File: config.mk
export PLATFORM = sky130hd
export DESIGN_NAME = tsqm_div
export DESIGN_NICKNAME = d
export VERILOG_FILES = /design/src/hdl/tsqm_pkg.sv /design/src/hdl/tsqm_div.sv
export SDC_FILE = /design/constraint.sdc
export NUM_CORES = 2
export LEC_CHECK = 0
export BUFFER_PORTS_ARGS = -buffer_cell sky130_fd_sc_hd__buf_4
export CAP_MARGIN = 30
export CORE_UTILIZATION = 50
export DETAILED_ROUTE_END_ITERATION = 8
export GPL_ROUTABILITY_DRIVEN = 0
export PLACE_DENSITY = 0.66
export SLEW_MARGIN = 10
export SYNTH_ARGS = -nofsm -noshare
export SYNTH_HDL_FRONTEND = slang
export SYNTH_SLANG_ARGS = --single-unit
File: constraint.sdc
create_clock -name clk_i -period 4.1 [get_ports clk_i]
set_input_delay 0.41 -clock clk_i [delete_from_list [all_inputs] [get_ports clk_i]]
set_output_delay 0.41 -clock clk_i [all_outputs]
set_load 0.01 [all_outputs]
File: src/hdl/tsqm_pkg.sv
// ----------------------------------------------------------------------------
// tsqm_pkg: shared types and constants
// Register map, field widths and pipeline payload types for the touch mapper.
// ----------------------------------------------------------------------------
package tsqm_pkg;

  localparam int unsigned SampleW   = 12;
  localparam int unsigned ScrXW     = 9;
  localparam int unsigned ScrYW     = 8;
  localparam int unsigned ScreenW   = 320;
  localparam int unsigned ScreenH   = 240;
  localparam int unsigned XLo       = 20;
  localparam int unsigned XHi       = 300;
  localparam int unsigned YLo       = 20;
  localparam int unsigned YHi       = 220;
  localparam int unsigned Full12    = 4095;
  localparam int unsigned AddrW     = 5;
  // numerator magnitude: 4095*280 < 2^21
  localparam int unsigned NumW      = 21;
  localparam int unsigned DenW      = 12;
  localparam int unsigned QuoW      = 21;
  localparam int unsigned InDataW   = 144;
  localparam int unsigned OutDataW  = 32;

  typedef enum logic [2:0] {
    RegCalValid  = 3'd0,
    RegSwap      = 3'd1,
    RegXLow      = 3'd2,
    RegXHigh     = 3'd3,
    RegYLow      = 3'd4,
    RegYHigh     = 3'd5,
    RegThreshold = 3'd6
  } reg_idx_e;

  typedef struct packed {
    logic                cal_valid;
    logic                swap;
    logic [SampleW-1:0]  x_low;
    logic [SampleW-1:0]  x_high;
    logic [SampleW-1:0]  y_low;
    logic [SampleW-1:0]  y_high;
    logic [SampleW-1:0]  threshold;
  } cfg_t;

  // one axis division job: sign-magnitude numerator and denominator
  typedef struct packed {
    logic            zero_span;
    logic            neg;
    logic [NumW-1:0] num;
    logic [DenW-1:0] den;
  } div_job_t;

endpackage

File: src/hdl/tsqm_div.sv
// ----------------------------------------------------------------------------
// tsqm_div: pipelined restoring divider
// One quotient bit per stage, unsigned magnitudes, stalls with the pipeline.
// ----------------------------------------------------------------------------
module tsqm_div (
  input  logic                        clk_i,
  input  logic                        rst_ni,
  input  logic                        en_i,
  input  logic [tsqm_pkg::NumW-1:0]   num_i,
  input  logic [tsqm_pkg::DenW-1:0]   den_i,
  output logic [tsqm_pkg::QuoW-1:0]   quo_o
);
  localparam int unsigned N = tsqm_pkg::NumW;
  localparam int unsigned D = tsqm_pkg::DenW;

  logic [N-1:0] rem_q [N+1];
  logic [N-1:0] quo_q [N+1];
  logic [D-1:0] den_q [N+1];

  assign rem_q[0] = num_i;
  assign quo_q[0] = '0;
  assign den_q[0] = den_i;

  for (genvar k = 0; k < N; k++) begin : g_stage
    localparam int unsigned Sh = N - 1 - k;
    logic [2*N-1:0] dsh;
    logic [N-1:0] rem_d, quo_d;
    always_comb begin
      dsh   = {{N{1'b0}}, {(N-D){1'b0}}, den_q[k]} << Sh;
      rem_d = rem_q[k];
      quo_d = quo_q[k];
      if ({{N{1'b0}}, rem_q[k]} >= dsh) begin
        rem_d = rem_q[k] - dsh[N-1:0];
        quo_d[Sh] = 1'b1;
      end
    end
    always_ff @(posedge clk_i or negedge rst_ni) begin
      if (!rst_ni) begin
        rem_q[k+1] <= '0;
        quo_q[k+1] <= '0;
        den_q[k+1] <= '0;
      end else if (en_i) begin
        rem_q[k+1] <= rem_d;
        quo_q[k+1] <= quo_d;
        den_q[k+1] <= den_q[k];
      end
    end
  end

  assign quo_o = quo_q[N];
endmodule

==> results.toml <==
[route]
via_count = 29850
vias_per_cell = 5.588
wl_per_cell_um = 17.77
drtIter0Drc = 1951
ant_nets = 0
drt_first_pass_iters = 5
drc_errors = 0
finalWirelength_mm = 94.90

[sta]
clock_skew_ns = 0.03507
max_freq_mhz = 294.0
relSlewSlack_pct = 39.44
period_needed_ns = 3.401
worstMarginPinSlew_ns = 0.9085
post-route-period-util_pct = 82.96
setup_violations = 0
report.final.slew_viol_count = 0
rsz0062_at_grt = "no"
finalSetupTns_ns = 0
finalHoldViolations = 0
whs_ns = 0.1953

[grt]
grt_pass1_wl_mm = 160.0
grt-ovfl-total = 0
grt_pass1_vias = 29490
grtUsageTotal_pct = 21.88
antenna_found_initial = 0
grt_max_degree = 189

[clock_tree]
cts_setup_buffers = 0
cts_buffers = 95
h-tree-depth = 3
clock_latency_ns = 0.67
clk_root_buffer_cell = "clkbuf_16"
clock_path_buffers = 3
clk_pin_slew_ns = 0.06
cts_tree = "yes"
cts.sinks = 891

[floorplanning]
die_width_um = 298.2
die_area_sq_um = 88950
die_y_um = 298.2
core_sq_um = 86890
initial_core_util_pct = 50.50
rows = 108
io_pins = 57

[yosys]
ys_types = 83
synth-main-ff-cell = "dfrtp_1"
ys_seq_area_share_pct = 50.81
syn_avg_cell_area_sq_um = 10.86
synth_edf_count = 0
syn_nets = 4283
syn-cell-area_sq_um = 43880
syn_inst = 4042
synth_warnings = 0
synth-seq-cells = 891
synth-async-reset-ratio_pct = 100.0

[power_and_ir_drop]
power.density_nw_per_um2 = 734.8
peakVddDrop_mv = 0.3649
p_leak_nw = 21.78

[layout]
diodes = 0
nets = 4351
mostFrequentLayoutCell = "dfrtp_1"
final_cell_mix = "dfrtp_1 (891), mux2_2 (498), nand2_1 (337)"
syn2layout_area_growth_pct = 12.50
drive_above_1_share_pct = 19.76

[setup_path]
endpoint_kind = "flop"
cp_max_fo = 13
arrival_ns = 3.99
critPathKind = "flop to flop"
start_kind = "flop"
cp_common_cell = "a21oi_1"
worstPathCellList = "ha_1 > a21oi_1 > a2bb2oi_1 > o21ai_0 > a2111oi_0 > nand2_1 > mux2_2 > a21oi_1"
critical_path_required_ns = 4.69
crit_slowest_cell = "a2111oi_0"
cpPeakStageDelay_ns = 0.77

[placed_design]
io_buffers = 56
hpwlAfterDp_mm = 66.76

[flow_run]
maxCapViolations = 0

[min_path]
min_path_type = "input port to flop"

[run_status]
outcome = "finished, final reports clean"
[layer usage]
metal  up-vias  GRT usage, %  routed length (um)
li1      14480             -                   -
met1     14750         32.53               46340
met2       479         33.60               42860
met3       143         2.771                3424
met4         0         6.166                2270
met5         -             0                   0
[per-stage QoR]
stage	std cells	util [%]	setup WS (ns)	total power [mW]	area, sq um
2_1_floorplan	4042	-	1.119	23.52	43880
3_3_place_gp	5133	52.57	0.9517	26.87	45680
3_5_place_dp	5134	52.58	0.7280	27.20	45680
4_1_cts	5340	56.81	0.6947	36.48	49360
5_1_grt	5341	56.81	0.3493	38.94	49360
6_report	5341	56.81	0.6986	36.27	49360
[critical path: cells and delay by family, from the launching register on]
family | cells | cell delay (ns)
DFF | 1 | 0.40
muxes | 1 | 0.46
and+or+nand+nor | 1 | 0.65
adders and majority gates | 1 | 0.36
AOI/OAI and AO/OA | 5 | 1.46
[synth_stat cells (all sizes together) (45+ instances only)]
cell    number  share of area (%)
mux2       498                 13
a31oi       85                1.2
a21oi      194                2.2
nor3        45               0.51
nand3       48               0.55
a21o        53               0.91
o21ai      294                3.4
dfrtp      891                 51
mux2i       90                2.1
clkbuf     159                1.4
inv        245                2.1
nor2       287                2.5
nor4        55               0.78
xnor2       70                1.4
ha         186                5.3
nand2      338                2.9
[where the power goes]
| group | switching, mW | total, mW | leakage [nW] | internal (mW) |
|---|---|---|---|---|
| registers | 2.34 | 13.7 | 10.9 | 11.4 |
| clock network | 3.62 | 9.06 | 1.66 | 5.44 |
| logic | 7.08 | 13.5 | 9.22 | 6.40 |
| total | 13.0 | 36.3 | 21.8 | 23.2 |
[worst paths after layout]
path,startpoint,to,slack (ns),cells after the start
max,rem_q[161]$_DFFE_PN0P_,rem_q[133]$_DFFE_PN0P_,0.70,8
min,num_i[20],rem_q[440]$_DFFE_PN0P_,0.20,5
max reg2reg,rem_q[161]$_DFFE_PN0P_,rem_q[133]$_DFFE_PN0P_,0.70,8
min reg2reg,den_q[159]$_DFFE_PN0P_,den_q[147]$_DFFE_PN0P_,0.47,2
max in group asynchronous,rst_ni,rem_q[269]$_DFFE_PN0P_,2.55,3
min in group asynchronous,rst_ni,den_q[13]$_DFFE_PN0P_,0.40,2
[registers in the layout (all words and copies together) (netlist names)]
name	count
den_q	240
quo_o	21
g_stage.quo_d	210
rem_q	420
[logic make-up after synthesis]
logic type,synth area share (%)
AOI/OAI and AO/OA,11.74
buffers and inverters,3.641
DFF,50.81
xor gates and xnor gates,1.896
muxes,14.83
adders and majority gates,6.171
and+or+nand+nor,10.91
[area by class of cell]
cell class,count,area (sq um)
flip-flops and latches,891,22300
multi-input cells,2733,20010
clock buffers,130,2771
inverters,246,923.4
fillers,7383,37520
well taps,1155,1445
clock inverters,43,571.8
repair buffers,143,1346
[what timing repair did]
item / CTS / global route
hold buffers: 33 / 0
hold endpoints to repair: 103 / 0
gates resized for setup: 0 / 0
(Power assumes the default switching activity.)
