--- src/hdl/tsqm_pkg.sv ---
// ----------------------------------------------------------------------------
// tsqm_pkg: shared types and constants
// Register map, field widths and pipeline payload types for the touch mapper.
// ----------------------------------------------------------------------------
package tsqm_pkg;

  localparam int unsigned SampleW   = 12;
  localparam int unsigned ScrXW     = 9;
  localparam int unsigned ScrYW     = 8;
  localparam int unsigned ScreenW   = 320;
  localparam int unsigned ScreenH   = 240;
  localparam int unsigned XLo       = 20;
  localparam int unsigned XHi       = 300;
  localparam int unsigned YLo       = 20;
  localparam int unsigned YHi       = 220;
  localparam int unsigned Full12    = 4095;
  localparam int unsigned AddrW     = 5;
  // numerator magnitude: 4095*280 < 2^21
  localparam int unsigned NumW      = 21;
  localparam int unsigned DenW      = 12;
  localparam int unsigned QuoW      = 21;
  localparam int unsigned InDataW   = 144;
  localparam int unsigned OutDataW  = 32;

  typedef enum logic [2:0] {
    RegCalValid  = 3'd0,
    RegSwap      = 3'd1,
    RegXLow      = 3'd2,
    RegXHigh     = 3'd3,
    RegYLow      = 3'd4,
    RegYHigh     = 3'd5,
    RegThreshold = 3'd6
  } reg_idx_e;

  typedef struct packed {
    logic                cal_valid;
    logic                swap;
    logic [SampleW-1:0]  x_low;
    logic [SampleW-1:0]  x_high;
    logic [SampleW-1:0]  y_low;
    logic [SampleW-1:0]  y_high;
    logic [SampleW-1:0]  threshold;
  } cfg_t;

  // one axis division job: sign-magnitude numerator and denominator
  typedef struct packed {
    logic            zero_span;
    logic            neg;
    logic [NumW-1:0] num;
    logic [DenW-1:0] den;
  } div_job_t;

endpackage

--- src/hdl/tsqm_median5.sv ---
// ----------------------------------------------------------------------------
// tsqm_median5: median of five samples
// Combinational selection network, one compare level deep per exchange.
// ----------------------------------------------------------------------------
module tsqm_median5 (
  input  logic [tsqm_pkg::SampleW-1:0] s0_i,
  input  logic [tsqm_pkg::SampleW-1:0] s1_i,
  input  logic [tsqm_pkg::SampleW-1:0] s2_i,
  input  logic [tsqm_pkg::SampleW-1:0] s3_i,
  input  logic [tsqm_pkg::SampleW-1:0] s4_i,
  output logic [tsqm_pkg::SampleW-1:0] med_o
);
  logic [tsqm_pkg::SampleW-1:0] a0, a1, b0, b1, c0, c1, d0, d1, e;

  always_comb begin
    // sort pairs
    a0 = (s0_i < s1_i) ? s0_i : s1_i;
    a1 = (s0_i < s1_i) ? s1_i : s0_i;
    b0 = (s2_i < s3_i) ? s2_i : s3_i;
    b1 = (s2_i < s3_i) ? s3_i : s2_i;
    // drop the smallest of the two minima
    if (a0 < b0) begin
      c0 = s4_i < a1 ? s4_i : a1;
      c1 = s4_i < a1 ? a1 : s4_i;
      d0 = b0;
      d1 = b1;
    end else begin
      c0 = s4_i < b1 ? s4_i : b1;
      c1 = s4_i < b1 ? b1 : s4_i;
      d0 = a0;
      d1 = a1;
    end
    // median is the second smallest of the remaining four
    e = (c0 < d0) ? ((c1 < d0) ? c1 : d0) : ((d1 < c0) ? d1 : c0);
    med_o = e;
  end
endmodule

--- src/hdl/tsqm_front.sv ---
// ----------------------------------------------------------------------------
// tsqm_front: qualify and prepare
// Pressure, touch qualification, medians, axis swap and division setup.
// ----------------------------------------------------------------------------
module tsqm_front (
  input  tsqm_pkg::cfg_t                 cfg_i,
  input  logic [tsqm_pkg::InDataW-1:0]   data_i,
  output logic                           touch_o,
  output logic [tsqm_pkg::SampleW-1:0]   press_o,
  output tsqm_pkg::div_job_t             xjob_o,
  output tsqm_pkg::div_job_t             yjob_o
);
  localparam int unsigned W = tsqm_pkg::SampleW;
  logic [W-1:0] z1, z2, mx, my, sx, sy;
  logic [W:0]   psum;

  assign z1 = data_i[W-1:0];
  assign z2 = data_i[2*W-1:W];

  tsqm_median5 u_mx (.s0_i(data_i[3*W-1:2*W]), .s1_i(data_i[4*W-1:3*W]),
    .s2_i(data_i[5*W-1:4*W]), .s3_i(data_i[6*W-1:5*W]), .s4_i(data_i[7*W-1:6*W]),
    .med_o(mx));
  tsqm_median5 u_my (.s0_i(data_i[8*W-1:7*W]), .s1_i(data_i[9*W-1:8*W]),
    .s2_i(data_i[10*W-1:9*W]), .s3_i(data_i[11*W-1:10*W]), .s4_i(data_i[12*W-1:11*W]),
    .med_o(my));

  function automatic tsqm_pkg::div_job_t mk_job(logic [W-1:0] raw, logic [W-1:0] lo,
                                                 logic [W-1:0] hi, logic [8:0] span);
    tsqm_pkg::div_job_t j;
    logic signed [W:0] a, b;
    logic [W-1:0] am, bm;
    a = $signed({1'b0, raw}) - $signed({1'b0, lo});
    b = $signed({1'b0, hi}) - $signed({1'b0, lo});
    am = a[W] ? W'(-a) : a[W-1:0];
    bm = b[W] ? W'(-b) : b[W-1:0];
    j.zero_span = (b == '0);
    j.neg = a[W] ^ b[W];
    j.num = tsqm_pkg::NumW'(am * span);
    j.den = bm;
    return j;
  endfunction

  always_comb begin
    psum = {1'b0, z1} + {1'b0, ~z2};
    press_o = psum[W] ? {W{1'b1}} : psum[W-1:0];
    touch_o = (press_o >= cfg_i.threshold) && (z1 != '0) && (z1 != {W{1'b1}})
              && cfg_i.cal_valid;
    sx = cfg_i.swap ? my : mx;
    sy = cfg_i.swap ? mx : my;
    xjob_o = mk_job(sx, cfg_i.x_low, cfg_i.x_high, 9'(tsqm_pkg::XHi - tsqm_pkg::XLo));
    yjob_o = mk_job(sy, cfg_i.y_low, cfg_i.y_high, 9'(tsqm_pkg::YHi - tsqm_pkg::YLo));
  end
endmodule

--- config.mk ---
export PLATFORM = sky130hd
export DESIGN_NAME = tsqm_front
export DESIGN_NICKNAME = d
export VERILOG_FILES = /design/src/hdl/tsqm_pkg.sv /design/src/hdl/tsqm_median5.sv /design/src/hdl/tsqm_front.sv
export SDC_FILE = /design/constraint.sdc
export NUM_CORES = 1
export LEC_CHECK = 0
export ABC_CLOCK_PERIOD_IN_PS = 16600
export BUFFER_PORTS_ARGS = -buffer_cell sky130_fd_sc_hd__buf_2
export CAP_MARGIN = 20
export CORE_MARGIN = 2
export CORE_UTILIZATION = 32
export DETAILED_ROUTE_END_ITERATION = 7
export PLACE_DENSITY_LB_ADDON = 0.05
export SLEW_MARGIN = 15
export SYNTH_ARGS = -nofsm -noshare
export SYNTH_HDL_FRONTEND = slang
export SYNTH_SLANG_ARGS = --single-unit
export TNS_END_PERCENT = 1
--- constraint.sdc ---
create_clock -name vclk -period 16.6
set_input_delay 1.66 -clock vclk [all_inputs]
set_output_delay 1.66 -clock vclk [all_outputs]
set_load 0.02 [all_outputs]
==> impl_metrics.toml <==
[floorplanning]
initial_core_util_pct = 32.49
die_area_sq_um = 45530
fp.coreArea_sq_um = 43170
ios = 289
std_cell_rows = 76
die_w_microns = 213.4
die_h_microns = 213.4

[setup_path]
cp.arrival_ns = 14.07
timing.critical_path.from_type = "primary input"
path_max_fanout = 12
cp-end-kind = "output port"
crit_family = "compound AO/OA/AOI/OAI gates"
crit_required_ns = 14.94
critPathKind = "primary input to output port"
worst-path-stages = 60
critPathMaxStageDelay_ns = 0.49
crit_path_frequent_cell = "ha_1"
slowest_stage = "fa_1"
cp_num_buf_inv = 4

[detailed_routing]
vias_per_cell = 5.240
dr_total_vias = 14550
wl_per_cell_microns = 17.42
drtAntennaViolNets = 0
first_pass_iters = 7
drtIter0Drc = 725
totalWireLength_mm = 48.37
drc_errors = 0

[layout]
drive_above_1_share_pct = 20.90
clock_buffer_count = 0
layout.nets = 2748
seq_area_sq_um = 0
seq_cells = 0
utilization_pct = 38.52
antenna_cells = 0
area_growth_pct = 18.56
nFillCells = 4672

[global_routing]
grt_pass1_vias = 14090
track_usage_pct = 20.51
grt_max_degree = 34
antenna_found_initial = 0
overflow = 0
grt_pass1_wl_mm = 74.51

[sta]
hold_viol = 0
min_period_ns = 15.73
worst_pin_slew_ns = 0.9767
finalSetupViolations = 0
fmax_ghz = 0.06357
drv_slew = 0
period_share_pct = 94.77
relSlewSlack_pct = 34.33

[hold_path]
min_path_type = "primary input to output port"
hold_path_depth = 4

[synth]
avgSynthCellArea_sq_um = 7.356
seq_area_frac_synth_pct = 0
synth_largest_area_cell = "ha_1"
netlist.area_leader.share_pct = 29.35
synthCells = 1907
mappedNetlistArea_sq_um = 14030
ys_types = 77
yosys-top-cells-area = "ha_1 (29%), inv_1 (7.2%), a21oi_1 (5.9%)"
synth_warnings = 0

[place]
gp_congestion = 0.8722
io_buffers = 282
hpwl_mm = 43.04

[clock_network]
ctsHoldBuffers = 0

[outcome]
outcome = "completed"

[flow_run]
cap_violations = 0
[per-layer routing]
layer / track usage [%] / part of all wire [%] / wire length [microns]
met2: 36.88 / 49 / 23510
met3: 0.4247 / 3.1 / 1482
met5: 0 / 0 / 0
met4: 2.035 / 1.1 / 552
met1: 28.29 / 47 / 22820
[tightest hold or removal path, stage by stage]
cell and delay [ns]:
buf_2 0.10, o2111ai_1 0.06, a21oi_1 0.04, buf_2 0.15
[metrics by stage]
| stage | worst slack [ns] | area, sq um | TNS [ns] | instances | hold WS [ns] |
|---|---|---|---|---|---|
| floorplan | 0.7555 | 14050 | 0 | 1913 | 3.469 |
| global placement | -0.1639 | 16260 | -0.1856 | 2765 | 3.680 |
| detailed placement | -0.2664 | 16260 | -0.4764 | 2765 | 3.675 |
| CTS | 0.02980 | 16280 | 0 | 2765 | 3.675 |
| global route | -0.01114 | 16630 | -0.01114 | 2776 | 3.688 |
| finish | 0.8685 | 16630 | 0 | 2776 | 3.670 |
[area by class of cell]
cell class	count	area, sq um	area share, %
inverter	268	1006	6.049
multi-input combinational	1588	13040	78.42
timing repair buffer	335	1851	11.13
tap	585	732.0	4.401
[path summary, 6_finish.rpt]
kind                   start          to  slack (ns)
hold / removal     cfg_i[61]     touch_o        3.67
setup / recovery  data_i[65]  yjob_o[31]        0.87
[cell families (layout without fill, tap and decap cells)]
group,after synthesis,after routing,synth area share (%)
compound gates,546,546,26.89
xor+xnor,109,109,6.806
fa+ha+maj,349,349,32.20
buf+inv,326,603,9.205
mux,118,119,8.786
other cells,1,7,0.02673
simple gates,458,458,16.08
[cell usage after synthesis (24+ instances only)]
library cell / instances
xnor2_1: 71
inv_1: 268
clkbuf_1: 30
a21o_1: 57
o21a_1: 26
a211oi_1: 24
nand2_1: 77
nand4_1: 36
nor2_1: 144
nor3_1: 38
nand3_1: 34
o21ai_0: 66
mux2_2: 37
ha_1: 329
mux2i_1: 80
a21oi_1: 166
xor2_1: 38
nand2b_1: 41
[cell usage in the layout (no fill, tap or decap), drive strengths merged, types with 20 or more instances in the layout]
cell type  synthesis  layout
o21ai             71      71
nand2             77      77
nor3              39      39
inv              268     268
nand2b            41      41
nor2             144     144
xnor2             71      71
ha               329     329
nand4             36      36
mux2i             80      80
a211oi            26      26
a21oi            166     166
o21bai            20      20
xor2              38      38
fa                20      20
buf               28     334
a21o              57      57
nand3             34      34
mux2              38      39
o21a              26      26
[timing repair]
action | CTS | global route
gates cloned | 0 | 2
buffers inserted | 0 | 9
gates resized for setup | 4 | 55
pin swaps | 0 | 8
endpoints found under the setup margin | 4 | 12
Power is left out: the tool's default activity adds up to more than one toggle a clock period on the data nets, which glitch-free logic cannot reach.
